`config.mk`:
```
export PLATFORM = sky130hd
export DESIGN_NAME = dual_stack_shared_memory_core
export DESIGN_NICKNAME = d
export VERILOG_FILES = /design/src/rtl/dssm_pkg.sv /design/src/rtl/dual_stack_shared_memory_core.sv /design/src/rtl/dssm_ctrl.sv /design/src/rtl/dssm_datapath.sv
export SDC_FILE = /design/constraint.sdc
export NUM_CORES = 1
export LEC_CHECK = 0
export BUFFER_PORTS_ARGS = -buffer_cell sky130_fd_sc_hd__buf_4
export CELL_PAD_IN_SITES_DETAIL_PLACEMENT = 1
export CELL_PAD_IN_SITES_GLOBAL_PLACEMENT = 2
export CORE_UTILIZATION = 40
export CTS_CLUSTER_DIAMETER = 200
export DETAILED_ROUTE_END_ITERATION = 8
export HOLD_SLACK_MARGIN = 0.12
export PLACE_DENSITY_LB_ADDON = 0.1
export REMOVE_ABC_BUFFERS = 1
export SYNTH_ARGS = -nofsm -noshare
export SYNTH_HDL_FRONTEND = slang
export SYNTH_SLANG_ARGS = --single-unit
```
`constraint.sdc`:
```
create_clock -name aclk -period 5.62 [get_ports aclk]
set_clock_uncertainty 0.15 [all_clocks]
set_input_delay 0.562 -clock aclk [delete_from_list [all_inputs] [get_ports aclk]]
set_output_delay 0.562 -clock aclk [all_outputs]
set_load 0.05 [all_outputs]
```
`src/rtl/dssm_pkg.sv`:
```
// Shared types and constants for the two-stacks-in-one-memory core.
package dssm_pkg;

    // Default configuration of the shared memory.
    localparam int DEPTH_DEF      = 32;
    localparam int DATA_WIDTH_DEF = 32;

    // Fixed widths of the item fields.
    localparam int OUT_WIDTH  = 32;
    localparam int PUSH_WIDTH = 32;

    // Requested operation of an input item.
    typedef enum logic [1:0] {
        ACT_PUSH = 2'd0,
        ACT_POP  = 2'd1,
        ACT_LIST = 2'd2,
        ACT_NONE = 2'd3
    } action_t;

    // Status code of a result item.
    typedef enum logic [1:0] {
        STS_OK    = 2'd0,
        STS_FULL  = 2'd1,
        STS_EMPTY = 2'd2
    } status_t;

    // Controller states.
    typedef enum logic [2:0] {
        S_IDLE,
        S_EXEC,
        S_POP_WAIT,
        S_LIST_RD,
        S_LIST_WAIT
    } state_t;

    // Commands from the controller to the datapath.
    typedef struct packed {
        logic    latch_cmd;
        logic    do_push;
        logic    rd_pop;
        logic    rd_list;
        logic    list_clr;
        logic    list_inc;
        logic    emit;
        status_t emit_status;
        logic    emit_data;
        logic    emit_last;
    } dp_cmd_t;

    // Status from the datapath to the controller.
    typedef struct packed {
        action_t action;
        logic    is_full;
        logic    is_empty;
        logic    list_last;
        logic    out_free;
    } dp_sts_t;

endpackage

```
`src/rtl/dual_stack_shared_memory_core.sv`:
```
// Push: memory written unless full, result registered from the execute state. Pop: the single registered
// memory read port is read in the execute state, the result registered from pop-wait. List: each entry
// is read in the read state, registered from the wait state. Push, pop and list hold input until their
// last result is registered; a pending result waits in the output register while the next item is accepted.
// Reset (aresetn low, synchronous) empties both stacks; memory contents are not cleared.
module dual_stack_shared_memory_core #(
    parameter int DEPTH      = dssm_pkg::DEPTH_DEF,
    parameter int DATA_WIDTH = dssm_pkg::DATA_WIDTH_DEF
) (
    input  logic                            aclk,
    input  logic                            aresetn,
    input  logic                            s_valid,
    output logic                            s_ready,
    input  logic [1:0]                      s_action,
    input  logic                            s_stack_select,
    input  logic [dssm_pkg::PUSH_WIDTH-1:0] s_push_value,
    output logic                            m_valid,
    input  logic                            m_ready,
    output logic [dssm_pkg::OUT_WIDTH-1:0]  m_out_value,
    output logic [1:0]                      m_status,
    output logic                            m_last
);
    import dssm_pkg::*;

    dp_cmd_t cmd;
    dp_sts_t sts;

    // Sequencer.
    dssm_ctrl u_ctrl (
        .aclk    (aclk),
        .aresetn (aresetn),
        .s_valid (s_valid),
        .s_ready (s_ready),
        .sts     (sts),
        .cmd     (cmd)
    );

    // Memory, counts and result register.
    dssm_datapath #(
        .DEPTH      (DEPTH),
        .DATA_WIDTH (DATA_WIDTH)
    ) u_datapath (
        .aclk           (aclk),
        .aresetn        (aresetn),
        .s_action       (s_action),
        .s_stack_select (s_stack_select),
        .s_push_value   (s_push_value),
        .m_valid        (m_valid),
        .m_ready        (m_ready),
        .m_out_value    (m_out_value),
        .m_status       (m_status),
        .m_last         (m_last),
        .cmd            (cmd),
        .sts            (sts)
    );

endmodule

```
`src/rtl/dssm_ctrl.sv`:
```
// Controller state machine that sequences push, pop and list items.
module dssm_ctrl (
    input  logic              aclk,
    input  logic              aresetn,
    input  logic              s_valid,
    output logic              s_ready,
    input  dssm_pkg::dp_sts_t sts,
    output dssm_pkg::dp_cmd_t cmd
);
    import dssm_pkg::*;

    state_t state_reg;
    state_t state_next;

    // State register.
    always_ff @(posedge aclk) begin
        if (!aresetn) begin
            state_reg <= S_IDLE;
        end else begin
            state_reg <= state_next;
        end
    end

    // Next-state logic.
    always_comb begin
        state_next = state_reg;
        case (state_reg)
            S_IDLE: begin
                if (s_valid) begin
                    state_next = S_EXEC;
                end
            end
            S_EXEC: begin
                case (sts.action)
                    ACT_PUSH: begin
                        if (sts.out_free) begin
                            state_next = S_IDLE;
                        end
                    end
                    ACT_POP: begin
                        if (!sts.is_empty) begin
                            state_next = S_POP_WAIT;
                        end else if (sts.out_free) begin
                            state_next = S_IDLE;
                        end
                    end
                    ACT_LIST: begin
                        if (!sts.is_empty) begin
                            state_next = S_LIST_RD;
                        end else if (sts.out_free) begin
                            state_next = S_IDLE;
                        end
                    end
                    default: begin
                        state_next = S_IDLE;
                    end
                endcase
            end
            S_POP_WAIT: begin
                if (sts.out_free) begin
                    state_next = S_IDLE;
                end
            end
            S_LIST_RD: begin
                state_next = S_LIST_WAIT;
            end
            S_LIST_WAIT: begin
                if (sts.out_free) begin
                    state_next = sts.list_last ? S_IDLE : S_LIST_RD;
                end
            end
            default: begin
                state_next = S_IDLE;
            end
        endcase
    end

    // Output logic: handshake and datapath commands.
    always_comb begin
        s_ready         = 1'b0;
        cmd             = '0;
        cmd.emit_status = STS_OK;
        case (state_reg)
            S_IDLE: begin
                s_ready       = 1'b1;
                cmd.latch_cmd = s_valid;
            end
            S_EXEC: begin
                case (sts.action)
                    ACT_PUSH: begin
                        if (sts.out_free) begin
                            cmd.emit        = 1'b1;
                            cmd.emit_last   = 1'b1;
                            cmd.do_push     = !sts.is_full;
                            cmd.emit_status = sts.is_full ? STS_FULL : STS_OK;
                        end
                    end
                    ACT_POP: begin
                        if (!sts.is_empty) begin
                            cmd.rd_pop = 1'b1;
                        end else if (sts.out_free) begin
                            cmd.emit        = 1'b1;
                            cmd.emit_last   = 1'b1;
                            cmd.emit_status = STS_EMPTY;
                        end
                    end
                    ACT_LIST: begin
                        if (!sts.is_empty) begin
                            cmd.list_clr = 1'b1;
                        end else if (sts.out_free) begin
                            cmd.emit        = 1'b1;
                            cmd.emit_last   = 1'b1;
                            cmd.emit_status = STS_EMPTY;
                        end
                    end
                    default: begin
                        cmd.emit = 1'b0;
                    end
                endcase
            end
            S_POP_WAIT: begin
                if (sts.out_free) begin
                    cmd.emit      = 1'b1;
                    cmd.emit_data = 1'b1;
                    cmd.emit_last = 1'b1;
                end
            end
            S_LIST_RD: begin
                cmd.rd_list = 1'b1;
            end
            S_LIST_WAIT: begin
                if (sts.out_free) begin
                    cmd.emit      = 1'b1;
                    cmd.emit_data = 1'b1;
                    cmd.emit_last = sts.list_last;
                    cmd.list_inc  = 1'b1;
                end
            end
            default: begin
                s_ready = 1'b0;
            end
        endcase
    end

endmodule

```
`src/rtl/dssm_datapath.sv`:
```
// Datapath: shared memory, stack counts, list index and result register.
module dssm_datapath #(
    parameter int DEPTH      = dssm_pkg::DEPTH_DEF,
    parameter int DATA_WIDTH = dssm_pkg::DATA_WIDTH_DEF
) (
    input  logic                            aclk,
    input  logic                            aresetn,
    input  logic [1:0]                      s_action,
    input  logic                            s_stack_select,
    input  logic [dssm_pkg::PUSH_WIDTH-1:0] s_push_value,
    output logic                            m_valid,
    input  logic                            m_ready,
    output logic [dssm_pkg::OUT_WIDTH-1:0]  m_out_value,
    output logic [1:0]                      m_status,
    output logic                            m_last,
    input  dssm_pkg::dp_cmd_t               cmd,
    output dssm_pkg::dp_sts_t               sts
);
    import dssm_pkg::*;

    localparam int AW = (DEPTH > 1) ? $clog2(DEPTH) : 1;
    localparam int CW = $clog2(DEPTH + 1);

    // Latched item.
    action_t               action_reg;
    logic                  sel_reg;
    logic [DATA_WIDTH-1:0] value_reg;

    // Stack counts and list index.
    logic [CW-1:0] lower_count_reg;
    logic [CW-1:0] upper_count_reg;
    logic [CW-1:0] idx_reg;

    // Shared memory and its registered read port.
    logic [DATA_WIDTH-1:0] mem [DEPTH];
    logic [DATA_WIDTH-1:0] rd_data_reg;

    // Result register.
    logic                 m_valid_reg;
    logic [OUT_WIDTH-1:0] out_value_reg;
    status_t              status_reg;
    logic                 last_reg;

    logic [63:0]           push_ext;
    logic [CW:0]           total_count;
    logic [CW-1:0]         sel_count;
    logic [CW-1:0]         push_addr;
    logic [CW-1:0]         pop_addr;
    logic [CW-1:0]         list_addr;
    logic [CW-1:0]         rd_addr;
    logic signed [63:0]    rd_ext;

    // Item latch; the pushed word keeps its low DATA_WIDTH bits.
    assign push_ext = {32'd0, s_push_value};

    always_ff @(posedge aclk) begin
        if (cmd.latch_cmd) begin
            action_reg <= action_t'(s_action);
            sel_reg    <= s_stack_select;
            value_reg  <= push_ext[DATA_WIDTH-1:0];
        end
    end

    // Occupancy checks: both stacks together and the selected stack.
    assign total_count = {1'b0, lower_count_reg} + {1'b0, upper_count_reg};
    assign sel_count   = sel_reg ? upper_count_reg : lower_count_reg;

    // Memory addresses; the upper stack is indexed down from the last entry.
    assign push_addr = sel_reg ? (CW'(DEPTH - 1) - upper_count_reg) : lower_count_reg;
    assign pop_addr  = sel_reg ? (CW'(DEPTH) - upper_count_reg)
                               : (lower_count_reg - CW'(1));
    assign list_addr = sel_reg ? (CW'(DEPTH - 1) - idx_reg) : idx_reg;
    assign rd_addr   = cmd.rd_pop ? pop_addr : list_addr;

    // Memory write and registered read.
    always_ff @(posedge aclk) begin
        if (cmd.do_push) begin
            mem[push_addr[AW-1:0]] <= value_reg;
        end
        if (cmd.rd_pop || cmd.rd_list) begin
            rd_data_reg <= mem[rd_addr[AW-1:0]];
        end
    end

    // Stack counts and list index.
    always_ff @(posedge aclk) begin
        if (!aresetn) begin
            lower_count_reg <= '0;
            upper_count_reg <= '0;
        end else if (cmd.do_push) begin
            if (sel_reg) begin
                upper_count_reg <= upper_count_reg + CW'(1);
            end else begin
                lower_count_reg <= lower_count_reg + CW'(1);
            end
        end else if (cmd.rd_pop) begin
            if (sel_reg) begin
                upper_count_reg <= upper_count_reg - CW'(1);
            end else begin
                lower_count_reg <= lower_count_reg - CW'(1);
            end
        end
    end

    always_ff @(posedge aclk) begin
        if (cmd.list_clr) begin
            idx_reg <= '0;
        end else if (cmd.list_inc) begin
            idx_reg <= idx_reg + CW'(1);
        end
    end

    // Read word sign-extended from DATA_WIDTH bits.
    assign rd_ext = 64'(signed'(rd_data_reg));

    // Result register; the controller emits only when it is free.
    always_ff @(posedge aclk) begin
        if (!aresetn) begin
            m_valid_reg <= 1'b0;
        end else if (cmd.emit) begin
            m_valid_reg <= 1'b1;
        end else if (m_ready) begin
            m_valid_reg <= 1'b0;
        end
    end

    always_ff @(posedge aclk) begin
        if (cmd.emit) begin
            out_value_reg <= cmd.emit_data ? rd_ext[OUT_WIDTH-1:0] : '0;
            status_reg    <= cmd.emit_status;
            last_reg      <= cmd.emit_last;
        end
    end

    // Status back to the controller.
    always_comb begin
        sts.action    = action_reg;
        sts.is_full   = (total_count >= (CW + 1)'(DEPTH));
        sts.is_empty  = (sel_count == '0);
        sts.list_last = ((idx_reg + CW'(1)) == sel_count);
        sts.out_free  = !m_valid_reg || m_ready;
    end

    assign m_valid     = m_valid_reg;
    assign m_out_value = out_value_reg;
    assign m_status    = status_reg;
    assign m_last      = last_reg;

endmodule
```
Word-level counts from Yosys, hierarchy flattened:

Memories as Yosys holds them, arrays and structs flattened. A register that Yosys moved wholly into a read port is not among the register bits.
Cells that the tools add are included.

* add/subtract/negate cells: 9
* reductions and logical operators: 13
* bitwise gates (word level): 1
* magnitude comparators: 1
* equality and inequality tests: 9
* mux-type cells: 50

Operators by type and width (count)
* $mux 6: 9
* $mux 3: 8
* $mux 5: 4
* $add 6x1->6 const B: 3
* $mux 1: 17
* $pmux 3 s5: 1
* $sub 6x1->6 const B: 2
* $sub 5x5->5 const A: 2
* $pmux 3 s3: 1
* $mux 2: 4
* $add 6x6->7: 1
* $ge 7x6->1 const B: 1
* $eq 3x2->1 const B: 2
* $eq 6x6->1: 1
* $logic_not 6->1: 1
* $pmux 1 s2: 3
* $pmux 1 s3: 2
* $reduce_and 2->1: 3
* $sub 1x5->5 const A: 1
* $ne 2x2->1 const B: 2
* $pmux 2 s2: 1
* $reduce_bool 2->1: 2
* $eq 3x1->1 const B: 1
* $eq 3x3->1 const B: 1
* 8 further kinds: 10

* output and inout port bits: 37
* memory bits (writable): 1024
* bits in registers: 92
* memories kept: 1

Memory list
* u_datapath.mem: depth 32, width 32, read ports 1, clocked after memory_dff 1, wr ports 1, line dssm_datapath.sv:35 `logic [DATA_WIDTH-1:0] mem [DEPTH];`

Longest topological paths before layout:

Gate-level depths: netlist of the first run.

* depth after elaboration: 8
* depth in mapped cells: 15
* gate-level depth less buffers: 14

Hierarchy:

A second synthesis of the first run with hierarchy kept.

* cell total of the unflattened synthesis: 3409
* area, all modules: 47421.7 um^2

By module, submodules not included
* dssm_datapath: times used 1, cells each 3354, area an instance 47022.6 um^2, sequential area each 34192.8 um^2
* dssm_ctrl: times used 1, cells each 55, area an instance 399.1 um^2, sequential area each 60.1 um^2

Worst setup path before layout of the first run:

OpenSTA, ideal clock, no wires.

* path kind: flip-flop to flip-flop
* start: reg u_datapath.upper_count_reg[0]
* end: mem u_datapath.mem[23][0] in the netlist's numbering, enable pin
* buffers on the path: 1
* data required time: 5049 ps
* setup slack: 1043 ps
* data arrival time: 4005 ps
* library setup time: 421 ps
* clock period less this slack: 4577 ps
* stages on the path, launching flop included: 9
* cells stage by stage: dfxtp_1 > ha_1 > fa_1 > or4_1 > a211o_1 > a211oi_4 > buf_2 > o21ai_1 > nor2_1

* word-level cells in the longest chain between the ends: 8

RTL lines
* start, declared: line dssm_datapath.sv:31 `logic [CW-1:0] upper_count_reg;`
* start signal, assigned: line dssm_datapath.sv:92 `upper_count_reg <= upper_count_reg + CW'(1);`
* start signal, assigned: line dssm_datapath.sv:98 `upper_count_reg <= upper_count_reg - CW'(1);`
* $add 6x6->7: line dssm_datapath.sv:65 `assign total_count = {1'b0, lower_count_reg} + {1'b0, upper_count_reg};`
* $ge 7x6->1: line dssm_datapath.sv:138 `sts.is_full = (total_count >= (CW + 1)'(DEPTH));`
* $logic_not 1->1: line dssm_ctrl.sv:94 `cmd.do_push = !sts.is_full;`
* $mux 1: line dssm_ctrl.sv:91 `if (sts.out_free) begin`
* $mux 1: line dssm_ctrl.sv:89 `case (sts.action)`
* $mux 2: line dssm_ctrl.sv:83 `case (state_reg)`
* $mux 1: line dssm_datapath.sv:77 `if (cmd.do_push) begin`
* $mux 1 (not written as such): line dssm_datapath.sv:78 `mem[push_addr[AW-1:0]] <= value_reg;`
* end, declared: line dssm_datapath.sv:35

Several ways; a longest one is shown, not always the timed one.

Worst setup path after layout of the first run:

* start: reg u_datapath.lower_count_reg[0]
* end: reg u_datapath.upper_count_reg[5]

* word-level cells in the longest chain between the ends: 8

RTL lines
* start, declared: line dssm_datapath.sv:30 `logic [CW-1:0] lower_count_reg;`
* start signal, assigned: line dssm_datapath.sv:94 `lower_count_reg <= lower_count_reg + CW'(1);`
* start signal, assigned: line dssm_datapath.sv:100 `lower_count_reg <= lower_count_reg - CW'(1);`
* $add 6x6->7: line dssm_datapath.sv:65
* $ge 7x6->1: line dssm_datapath.sv:138
* $logic_not 1->1: line dssm_ctrl.sv:94
* $mux 1: line dssm_ctrl.sv:91
* $mux 1: line dssm_ctrl.sv:89
* $mux 2 (*): line dssm_ctrl.sv:83
* $reduce_bool 2->1 (no line)
* $reduce_and 2->1 (no line)

Mark *: on every way between the ends. The rest lies on a longest branch, timed or not.
A chain may end at the register's enable or synchronous reset.

==> reports/results.txt, run 1 <==
# nets final - 3065
Setup TNS - 0 ns
Die Wd - 340.9 um
Post-synth EDFFs - 1126
Fillers - 10.74k
Largest net degree at the start of global routing - 181
M3 GR Usage - 0.02724
Ys async rst share - 0
Via count of the first global-routing pass - 27.37k
Fraction of layout cells with a size suffix above 1 - 0.1416
Fin crit period - 4.376 ns
Max Slew Vio Count - 0
1st-pass router iterations - 5
Final hold vios - 0
Max Root-Sink Buffers - 3
Drt wl/cell - 28.75 um
GPL Wtd Cong - 0.7759
Slowest cell delay on critical path - 0.53 ns
CTS tree - done
Pwr Density - 360.2 mW/mm^2
Worst-skew pair later-pin latency - 0.72 ns
Post-synthesis simple-gate area fraction - 0.06893
Final Cycle Share - 0.7787
Via count - 25.96k
WL final - 132500 um
Worst-path clk slew - 0.06 ns
Post-synthesis mux area share - 0.08590
Max reg flops - 1024
Final WS setup - 1.244 ns
Setup WS pre-CTS - 1.289 ns
Initial antenna violation count - 2
# diodes - 0
Clk sinks - 1148
Crit Path Category - flop to flop
Max-cap violations - 0
Final Util - 0.4696
Most common flop cell mapped by yosys - edfxtp_1
IO Port Bufs - 75
Required time of the critical path - 6.10 ns
H-tree depth - 3
Core ar. - 0.1131 mm^2
Overflow after GRT - 0
Die height - 340.9 um
Residual DRC - 0
CTS buffer count - 120
Worst Path Max Fanout - 19
Synth unique cells - 63
Setup bufs post-CTS - 0
Mapped Area - 0.04594 mm^2
RSZ-0062 raised after global routing - no
Starting Density - 0.4062
Synth-to-layout area growth - 15.62%
Crit path capture type - flop
Post-Synth Adder-Cell Area - 0.005774
Total global-route track usage - 0.2266
Met1 Use GR - 0.3190
Global-route wire length before repair - 190600 um
Leak pwr - 18.24 nW
Met2 Use GR - 0.3736
Busiest grt layer - met2
Seq/Total Area, Yosys - 0.7456
IO Count - 76
Worst setup SP type - flop
Clock Tree Root - clkbuf_16
CP max-delay cell - or4_1
CP cell instances - ha_1 -> fa_1 -> or4_1 -> a211o_1 -> a211oi_4 -> buf_4 -> inv_1 -> ha_1 -> a21o_1 -> a21oi_1 -> o21bai_1 -> a21oi_1 -> xnor2_1 -> or3_1 -> a21boi_1
Initial drt markers - 2034
Core Rows - 123
Fin Hold WS - 0.3708 ns
Status - finished clean
Compound-cell area share of the yosys netlist - 0.06672
Slew headroom - 0.1464
Number of synthesized register bits - 1148
Xor/xnor share of the synthesized area - 0.005147
Max IR drop VDD - 0.2484 mV
Worst EP arrival - 4.85 ns
Hold Path Class - flop to flop
Yosys Warn Count - 0
DP Wirelength - 73610 um
Fmax - 228.5 MHz
Largest family of logic cells by synthesized area - multiplexers
Via density - 5.634
Measured slew at the worst slew-check pin - 1.280 ns
Final antenna-violating net count - 0
Final setup fails - 0
Mean Syn Cell Area - 16.08 um^2
Die area - 0.1162 mm^2
Synthesized instance count - 2857
cell usage after synthesis, types with 2 or more instances:
cell / number / share of area
xnor2_1: 15 / 0.0029
nor4_2: 33 / 0.0090
ha_1: 18 / 0.0049
o21ai_1: 7 / 0.00076
nand2b_1: 11 / 0.0015
buf_4: 20 / 0.0033
nor2b_1: 4 / 0.00054
or3_1: 3 / 0.00041
a21oi_1: 21 / 0.0023
nor2_1: 58 / 0.0047
edfxtp_1: 1126 / 0.74
nor4_1: 2 / 0.00027
o22ai_1: 129 / 0.018
nand3b_1: 4 / 0.00065
dfxtp_1: 22 / 0.0096
nor3b_1: 2 / 0.00033
buf_2: 74 / 0.0081
o21ai_0: 8 / 0.00087
o21a_1: 3 / 0.00049
a21boi_0: 2 / 0.00033
nand2_1: 282 / 0.023
o31ai_1: 4 / 0.00065
a31oi_1: 130 / 0.018
mux2i_1: 392 / 0.085
inv_1: 16 / 0.0013
buf_1: 5 / 0.00041
or2_1: 2 / 0.00027
xor2_1: 12 / 0.0023
buf_6: 10 / 0.0025
and2_1: 40 / 0.0054
a21boi_1: 2 / 0.00033
o2bb2ai_1: 2 / 0.00038
a211oi_1: 132 / 0.022
clkbuf_1: 79 / 0.0065
nor3_1: 14 / 0.0015
nand3_1: 14 / 0.0015
and3_1: 130 / 0.018
fa_1: 2 / 0.00087
a21o_1: 3 / 0.00049
cells by family after synthesis:
group	after synthesis
buf+inv	204
xor+xnor	27
flops	1148
fa+ha+maj	20
compound gates	457
mux	394
simple gates	607
final cells by class:
type | instances | area (um^2) | area share
sequential | 1148 | 34250 | 0.6448
multi-input combinational | 1505 | 11020 | 0.2074
tap | 1500 | 1877 | 0.03533
clock inverter | 78 | 628.1 | 0.01182
inverter | 16 | 60.06 | 0.001131
timing repair buffer | 215 | 2100 | 0.03953
clock buffer | 146 | 3186 | 0.05997
worst max-delay path: cells and delay by family, from the launching register on:
family,cells,cell delay [ns]
AO/OA/AOI/OAI,7,1.42
XOR/XNOR,1,0.10
adder cells (fa/ha/maj),3,0.93
buffers and inverters,2,0.45
flip-flops,1,0.42
AND/OR/NAND/NOR,2,0.85
per-layer routing:
layer | part of all wire | vias to the layer above
met5 | 0 | -
met4 | 0.023 | 0
met3 | 0.039 | 199
met2 | 0.48 | 577
met1 | 0.46 | 13687
li1 | - | 11499
power by group:
part / switching (W) / internal [W]
clock network: 0.00334 / 0.00438
logic: 0.00111 / 0.000609
registers: 0.000170 / 0.00952
stage by stage:
stage               cells  instance area [um^2]  power, W
floorplan            2669                 44990   0.01161
detailed placement   4345                 48910   0.01159
finish               4608                 53120   0.01913
CTS                  4608                 53120   0.01932
global route         4608                 53120   0.01971
global placement     4345                 48910   0.01155
worst paths after layout:
kind | depth (start not counted) | slack (ns) | start | end
setup reg to reg | 15 | 1.24 | u_datapath.lower_count_reg[0]$_SDFFE_PN0P_ | u_datapath.upper_count_reg[5]$_SDFFE_PN0P_
hold / removal | 1 | 0.37 | u_datapath.rd_data_reg[27]$_DFFE_PP_ | u_datapath.m_out_value[27]$_SDFFCE_PN0P_
setup / recovery | 15 | 1.24 | u_datapath.lower_count_reg[0]$_SDFFE_PN0P_ | u_datapath.upper_count_reg[5]$_SDFFE_PN0P_
hold reg to reg | 1 | 0.37 | u_datapath.rd_data_reg[27]$_DFFE_PP_ | u_datapath.m_out_value[27]$_SDFFCE_PN0P_
cells in the final DEF (no fill, tap or decap), types with 7 or more instances in the layout:
master	netlist	layout
edfxtp_1	1126	1126
a21oi_1	21	21
nor3_1	14	14
mux2i_1	392	391
nor2_1	58	25
dfxtp_1	22	22
ha_1	18	18
clkinv_1	0	33
a31oi_1	130	130
buf_12	0	31
clkbuf_16	0	124
and2_1	40	38
xor2_1	12	12
nand2_1	282	279
clkinvlp_4	0	7
clkbuf_1	79	22
a211oi_1	132	131
inv_1	16	16
o21ai_0	8	8
xnor2_1	15	15
nand3_1	14	14
bufinv_16	0	8
nor4_2	33	33
nand2b_1	11	7
and3_1	130	130
o22ai_1	129	129
dlygate4sd3_1	0	39
buf_4	20	145
nor2_4	0	33
clkinv_2	0	25
timing repair:
item	4_1_cts	5_1_grt
resized for setup	0	0
hold buffers	39	0
endpoints found under the hold margin	46	0
Note: power is estimated with default switching activity, not from simulation.
==> run 2: changes to the inputs <==
==> constraint.sdc (replaced) <==
create_clock -name aclk -period 4 [get_ports aclk]
set_clock_uncertainty 0.15 [all_clocks]
set_input_delay 0.4 -clock aclk [delete_from_list [all_inputs] [get_ports aclk]]
set_output_delay 0.4 -clock aclk [all_outputs]
set_load 0.05 [all_outputs]
==> reports/results.txt, run 2 (synthesis results as in run 1) <==
Drt wl/cell - 28.41 um (was 28.75 um)
H-tree depth - 3 (unchanged)
Max Slew Vio Count - 0 (unchanged)
Leak pwr - 18.79 nW (was 18.24 nW)
Max IR drop VDD - 0.3459 mV (was 0.2484 mV)
Final hold vios - 0 (unchanged)
DP Wirelength - 76870 um (was 73610 um)
Final Cycle Share - 0.9446 (was 0.7787)
Total global-route track usage - 0.2301 (was 0.2266)
Slowest cell delay on critical path - 0.52 ns (was 0.53 ns)
Via density - 5.593 (was 5.634)
Hold Path Depth - 2 (was 1)
Residual DRC - 0 (unchanged)
Worst-path clk slew - 0.06 ns (about the same)
Initial drt markers - 1978 (was 2034)
Met1 Use GR - 0.3194 (was 0.3190)
Clk sinks - 1148 (unchanged)
CP max-delay cell - or4_1 (unchanged)
Global-route wire length before repair - 193200 um (was 190600 um)
Commonest non-fill, non-tap cells in the layout - edfxtp_1, mux2i_1, nand2_1 (unchanged)
GPL Wtd Cong - 0.7780 (was 0.7759)
Via count - 26.27k (was 25.96k)
Synth-to-layout area growth - 17.84% (was 15.62%)
Pwr Density - 500.2 mW/mm^2 (was 360.2 mW/mm^2)
Overflow after GRT - 0 (unchanged)
Slew headroom - 0.1669 (was 0.1464)
Max reg flops - 1024 (unchanged)
Fraction of layout cells with a size suffix above 1 - 0.1636 (was 0.1416)
Path depth of the worst reg2reg path - 14 (was 15)
Fmax - 264.7 MHz (was 228.5 MHz)
Crit path capture type - flop (unchanged)
Most used cell, CP - ha_1
Crit path buf inv count - 1 (was 2)
Starting Density - 0.4062 (unchanged)
1st-pass router iterations - 5 (unchanged)
Max-cap violations - 0 (unchanged)
Initial antenna violation count - 2 (unchanged)
Status - finished clean (unchanged)
Fin Hold WS - 0.2348 ns (was 0.3708 ns)
IO Count - 76 (unchanged)
Fin crit period - 3.778 ns (was 4.376 ns)
CP top delay family - compound AO/OA/AOI/OAI gates (unchanged)
Required time of the critical path - 4.51 ns (was 6.10 ns)
Setup TNS - 0 ns (unchanged)
CTS tree - done (unchanged)
Clock Tree Root - clkbuf_16 (unchanged)
Worst setup SP type - flop (unchanged)
Die area - 0.1162 mm^2 (unchanged)
CP cell instances - ha_1 -> fa_1 -> or4_1 -> a211o_1 -> a211oi_4 -> inv_1 -> ha_1 -> a21o_1 -> a21oi_2 -> o21bai_1 -> a21oi_1 -> xnor2_1 -> or3_1 -> a21boi_1 (was ha_1 -> fa_1 -> or4_1 -> a211o_1 -> a211oi_4 -> buf_4 -> inv_1 -> ha_1 -> a21o_1 -> a21oi_1 -> o21bai_1 -> a21oi_1 -> xnor2_1 -> or3_1 -> a21boi_1)
CTS buffer count - 121 (was 120)
Final antenna-violating net count - 0 (unchanged)
Core ar. - 0.1131 mm^2 (unchanged)
Most common cell after layout, fill and taps aside - edfxtp_1 (unchanged)
Met2 Use GR - 0.3791 (was 0.3736)
Core Rows - 123 (unchanged)
Die Wd - 340.9 um (unchanged)
# nets final - 3149 (was 3065)
M3 GR Usage - 0.02885 (was 0.02724)
Worst Path Max Fanout - 2 (was 19)
WL final - 133400 um (was 132500 um)
Hold Path Class - input port to flop (was flop to flop)
RSZ-0062 raised after global routing - no (unchanged)
Measured slew at the worst slew-check pin - 1.250 ns (was 1.280 ns)
Setup bufs post-CTS - 0 (unchanged)
Largest net degree at the start of global routing - 87 (was 181)
Max Root-Sink Buffers - 3 (unchanged)
Die height - 340.9 um (unchanged)
IO Port Bufs - 75 (unchanged)
Final setup fails - 0 (unchanged)
# diodes - 0 (unchanged)
Crit Path Category - flop to flop (unchanged)
Busiest grt layer - met2 (unchanged)
Critical Path Stages - 14 (was 15)
Worst-skew pair later-pin latency - 0.73 ns (was 0.72 ns)
Worst EP arrival - 4.29 ns (was 4.85 ns)
Via count of the first global-routing pass - 27.64k (was 27.37k)
==> run 2: cell types whose count changed in the layout (fill, tap and decap cells not counted), sizes merged <==
| cell | delta |
|---|---|
| clkinvlp | -4 |
| clkbuf | +10 |
| buf | +83 |
| clkinv | -5 |
| bufinv | +1 |
| inv | +4 |
==> run 2: final cells by class <==
class                      count  area [um^2]
tap                         1500         1877
sequential                  1148        34250
clock inverter                74        629.4
fill                       10761        58980
clock buffer                 156         3159
inverter                      16        60.06
timing repair buffer         298         3136
multi-input combinational   1505        11020
==> run 2: worst paths after layout <==
kind                                               from                                         end  slack, ns
max          u_datapath.upper_count_reg[0]$_SDFFE_PN0P_  u_datapath.upper_count_reg[5]$_SDFFE_PN0P_       0.22
min                                    s_push_value[16]          u_datapath.value_reg[16]$_DFFE_PP_       0.23
max reg2reg  u_datapath.upper_count_reg[0]$_SDFFE_PN0P_  u_datapath.upper_count_reg[5]$_SDFFE_PN0P_       0.22
min reg2reg        u_datapath.rd_data_reg[14]$_DFFE_PP_    u_datapath.m_out_value[14]$_SDFFCE_PN0P_       0.37
==> run 2: timing repair <==
item,in CTS,in global routing
gates resized for setup,0,2
setup endpoints to repair,0,2
hold endpoints to repair,51,0
hold buffers,39,0
==> run 2: metrics by stage <==
| stage | worst slack, ns | power, W | instances | cell area [um^2] | utilization |
|---|---|---|---|---|---|
| floorplan | -27.66 | 0.01621 | 2669 | 44990 | - |
| global placement | 0.1070 | 0.01644 | 4428 | 49950 | 0.4416 |
| detailed placement | 0.1627 | 0.01649 | 4428 | 49950 | 0.4416 |
| CTS | 0.1437 | 0.02736 | 4697 | 54130 | 0.4785 |
| global route | 0.03468 | 0.02796 | 4697 | 54140 | 0.4786 |
| finish | 0.2216 | 0.02708 | 4697 | 54140 | 0.4786 |
==> run 2: power breakdown <==
part           internal [W]  leakage [nW]  switching [W]
clock network       0.00614          1.85        0.00469
logic              0.000983          6.63        0.00165
registers            0.0134          10.3       0.000229
total                0.0205          18.8        0.00657
==> run 2: routing by layer <==
layer | share of wire | wire [um] | up-vias
met4 | 0.025 | 3390 | 0
met3 | 0.043 | 5673 | 200
met5 | 0 | 0 | -
met1 | 0.45 | 60330 | 13789
met2 | 0.48 | 64050 | 585
li1 | - | - | 11697
==> run 3: changes to the inputs <==
--- a/config.mk
+++ b/config.mk
@@ -6,13 +6,11 @@
 export NUM_CORES = 1
 export LEC_CHECK = 0
 export BUFFER_PORTS_ARGS = -buffer_cell sky130_fd_sc_hd__buf_4
-export CELL_PAD_IN_SITES_DETAIL_PLACEMENT = 1
-export CELL_PAD_IN_SITES_GLOBAL_PLACEMENT = 2
 export CORE_UTILIZATION = 40
 export CTS_CLUSTER_DIAMETER = 200
+export CTS_CLUSTER_SIZE = 20
 export DETAILED_ROUTE_END_ITERATION = 8
 export HOLD_SLACK_MARGIN = 0.12
-export PLACE_DENSITY_LB_ADDON = 0.1
 export REMOVE_ABC_BUFFERS = 1
 export SYNTH_ARGS = -nofsm -noshare
 export SYNTH_HDL_FRONTEND = slang
==> constraint.sdc (replaced) <==
create_clock -name aclk -period 4.3 [get_ports aclk]
set_clock_uncertainty 0.15 [all_clocks]
set_input_delay 0.43 -clock aclk [delete_from_list [all_inputs] [get_ports aclk]]
set_output_delay 0.43 -clock aclk [all_outputs]
set_load 0.05 [all_outputs]
==> reports/results.txt, run 3 (synthesis results as in run 1) <==
Via count of the first global-routing pass - 25.01k (was 27.64k)
Leak pwr - 17.51 nW (was 18.79 nW)
GPL Wtd Cong - 0.8021 (was 0.7780)
Final Util - 0.4551 (was 0.4786)
IO Count - 76 (unchanged)
Crit Path Category - flop to flop (unchanged)
CTS buffer count - 67 (was 121)
RR Startpoint - u_ctrl.state_reg[0]$_SDFFE_PN0P_ (was u_datapath.upper_count_reg[0]$_SDFFE_PN0P_)
Clock power share - 0.300 (was 0.400)
Largest net degree at the start of global routing - 141 (was 87)
Total Power - 0.02137 W (was 0.02708 W)
Switching share of power - 0.2415 (was 0.2427)
Worst setup path endpoint - u_datapath.rd_data_reg[23]$_DFFE_PP_ (was u_datapath.upper_count_reg[5]$_SDFFE_PN0P_)
Final hold vios - 0 (unchanged)
Pwr Density - 415.2 mW/mm^2 (was 500.2 mW/mm^2)
Fraction of layout cells with a size suffix above 1 - 0.1283 (was 0.1636)
Max IR drop VDD - 0.2743 mV (was 0.3459 mV)
Crit. Startpoint - u_ctrl.state_reg[0]$_SDFFE_PN0P_ (was u_datapath.upper_count_reg[0]$_SDFFE_PN0P_)
Internal - 0.01621 W (was 0.02051 W)
Commonest non-fill, non-tap cells in the layout - edfxtp_1, mux2i_1, nand2_1 (unchanged)
Met1 Use GR - 0.2767 (was 0.3194)
Global-route wire length before repair - 171500 um (was 193200 um)
Residual DRC - 0 (unchanged)
RSZ-0062 raised after global routing - no (unchanged)
Fillers - 9695 (was 10.76k)
Most common cell after layout, fill and taps aside - edfxtp_1 (unchanged)
Initial drt markers - 2792 (was 1978)
Overflow after GRT - 0 (unchanged)
Worst EP arrival - 4.19 ns (was 4.29 ns)
Measured slew at the worst slew-check pin - 1.339 ns (was 1.250 ns)
Starting Density - 0.4062 (unchanged)
Synth-to-layout area growth - 12.05% (was 17.84%)
Required time of the critical path - 4.52 ns (was 4.51 ns)
Fin crit period - 3.972 ns (was 3.778 ns)
Die area - 0.1162 mm^2 (unchanged)
Psw - 0.005162 W (was 0.006572 W)
Max Slew Vio Count - 0 (unchanged)
Setup bufs post-CTS - 0 (unchanged)
Worst-skew pair later-pin latency - 0.65 ns (was 0.73 ns)
Core ar. - 0.1131 mm^2 (unchanged)
Hold_sp - s_push_value[17] (was s_push_value[16])
Total global-route track usage - 0.2022 (was 0.2301)
CTS tree - done (unchanged)
Via density - 5.694 (was 5.593)
Max-cap violations - 0 (unchanged)
Reg2reg setup slack - 0.33 ns (was 0.22 ns)
Final Cycle Share - 0.9237 (was 0.9446)
Die height - 340.9 um (unchanged)
Final antenna-violating net count - 0 (unchanged)
Die Wd - 340.9 um (unchanged)
Final setup fails - 0 (unchanged)
Worst setup SP type - flop (unchanged)
# nets final - 3055 (was 3149)
M3 GR Usage - 0.04094 (was 0.02885)
Status - finished clean (unchanged)
Logic pwr share - 0.110 (was 0.097)
DP Wirelength - 69250 um (was 76870 um)
Setup TNS - 0 ns (unchanged)
Crit path capture type - flop (unchanged)
Clk sinks - 1148 (unchanged)
Initial antenna violation count - 4 (was 2)
Max Root-Sink Buffers - 3 (unchanged)
H-tree depth - 3 (unchanged)
Worst Path Max Fanout - 11 (was 2)
Busiest grt layer - met2 (unchanged)
IO Port Bufs - 75 (unchanged)
Max reg flops - 1024 (unchanged)
Slew headroom - 0.1074 (was 0.1669)
1st-pass router iterations - 5 (unchanged)
Clock Tree Root - clkbuf_16 (unchanged)
Worst-path clk slew - 0.08 ns (was 0.06 ns)
Sequential share of power - 0.591 (was 0.503)
Via count - 25.69k (was 26.27k)
Drt wl/cell - 26.43 um (was 28.41 um)
Post_cts resized - 0 (unchanged)
Worst r2r dst - u_datapath.rd_data_reg[23]$_DFFE_PP_ (was u_datapath.upper_count_reg[5]$_SDFFE_PN0P_)
Fmax - 251.8 MHz (was 264.7 MHz)
Placed cell count - 4388 (was 4428)
WL final - 119200 um (was 133400 um)
Multi-input logic area - 0.01102 mm^2 (about the same)
Path depth of the worst reg2reg path - 9 (was 14)
FF+latch area - 0.03425 mm^2 (unchanged)
Core Rows - 123 (unchanged)
Met2 Use GR - 0.3262 (was 0.3791)
Fin cells - 4511 (was 4697)
Hold Path Class - input port to flop (unchanged)
[run 3: layout make-up]
type                            instances  area share
Antenna cell                            2  0.00009722
Timing Repair Buffer                  258     0.04754
Clock inverter                          2   0.0006319
Tap cell                             1500     0.03646
Multi-Input combinational cell       1505      0.2140
Inverter                               16    0.001167
Clock buffer                           80     0.03476
Sequential cell                      1148      0.6654
[run 3: through the flow]
stage | area (um^2) | hold slack, ns | worst slack, ns
2_1_floorplan | 44990 | 0.3467 | -27.36
3_3_place_gp | 49260 | 0.3667 | 0.3053
4_1_cts | 51470 | 0.3090 | 0.3317
6_report | 51480 | 0.3383 | 0.3283
3_5_place_dp | 49260 | 0.3683 | 0.3460
5_1_grt | 51470 | 0.3259 | 0.1369
[run 3: worst max-delay path: stages, from the launching register on]
cell      delay (ns)
dfxtp_1         0.61
nor3b_2         0.35
and2_1          0.32
a21oi_1         0.17
a22o_1          0.32
nor3_1          0.41
nand2b_2        0.43
buf_4           0.31
o22ai_1         0.44
nor4_2          0.16
[run 3: how the worst min path moves through the flow]
stage                     cells past startpoint                                  endpoint  slack [ns]
after floorplan                               1   u_datapath.m_out_value[0]$_SDFFCE_PN0P_        0.35
after global placement                        1  u_datapath.m_out_value[24]$_SDFFCE_PN0P_        0.37
after detailed placement                      1  u_datapath.m_out_value[15]$_SDFFCE_PN0P_        0.37
after CTS                                     2        u_datapath.value_reg[30]$_DFFE_PP_        0.31
after global routing                          2        u_datapath.value_reg[30]$_DFFE_PP_        0.33
final                                         2        u_datapath.value_reg[17]$_DFFE_PP_        0.34
[run 3: timing repair]
| item | CTS | global route |
|---|---|---|
| hold endpoints to repair | 51 | 0 |
| hold buffers | 39 | 0 |
| setup endpoints to repair | 0 | 0 |
[run 3: power groups by stage]
stage	Clock, W	Sequential [W]	Combinational [W]
final	0.00641	0.0126	0.00234
after global routing	0.00690	0.0126	0.00250
after CTS	0.00656	0.0126	0.00234
after detailed placement	0	0.0129	0.00231
after global placement	0	0.0129	0.00229
after floorplan	0	0.0129	0.00228
[run 3: per-layer routing]
metal  share of wire  wire (um)
met1            0.42      50440
met2            0.47      56520
met3           0.076       9055
met4           0.026       3139
met5         0.00073         87
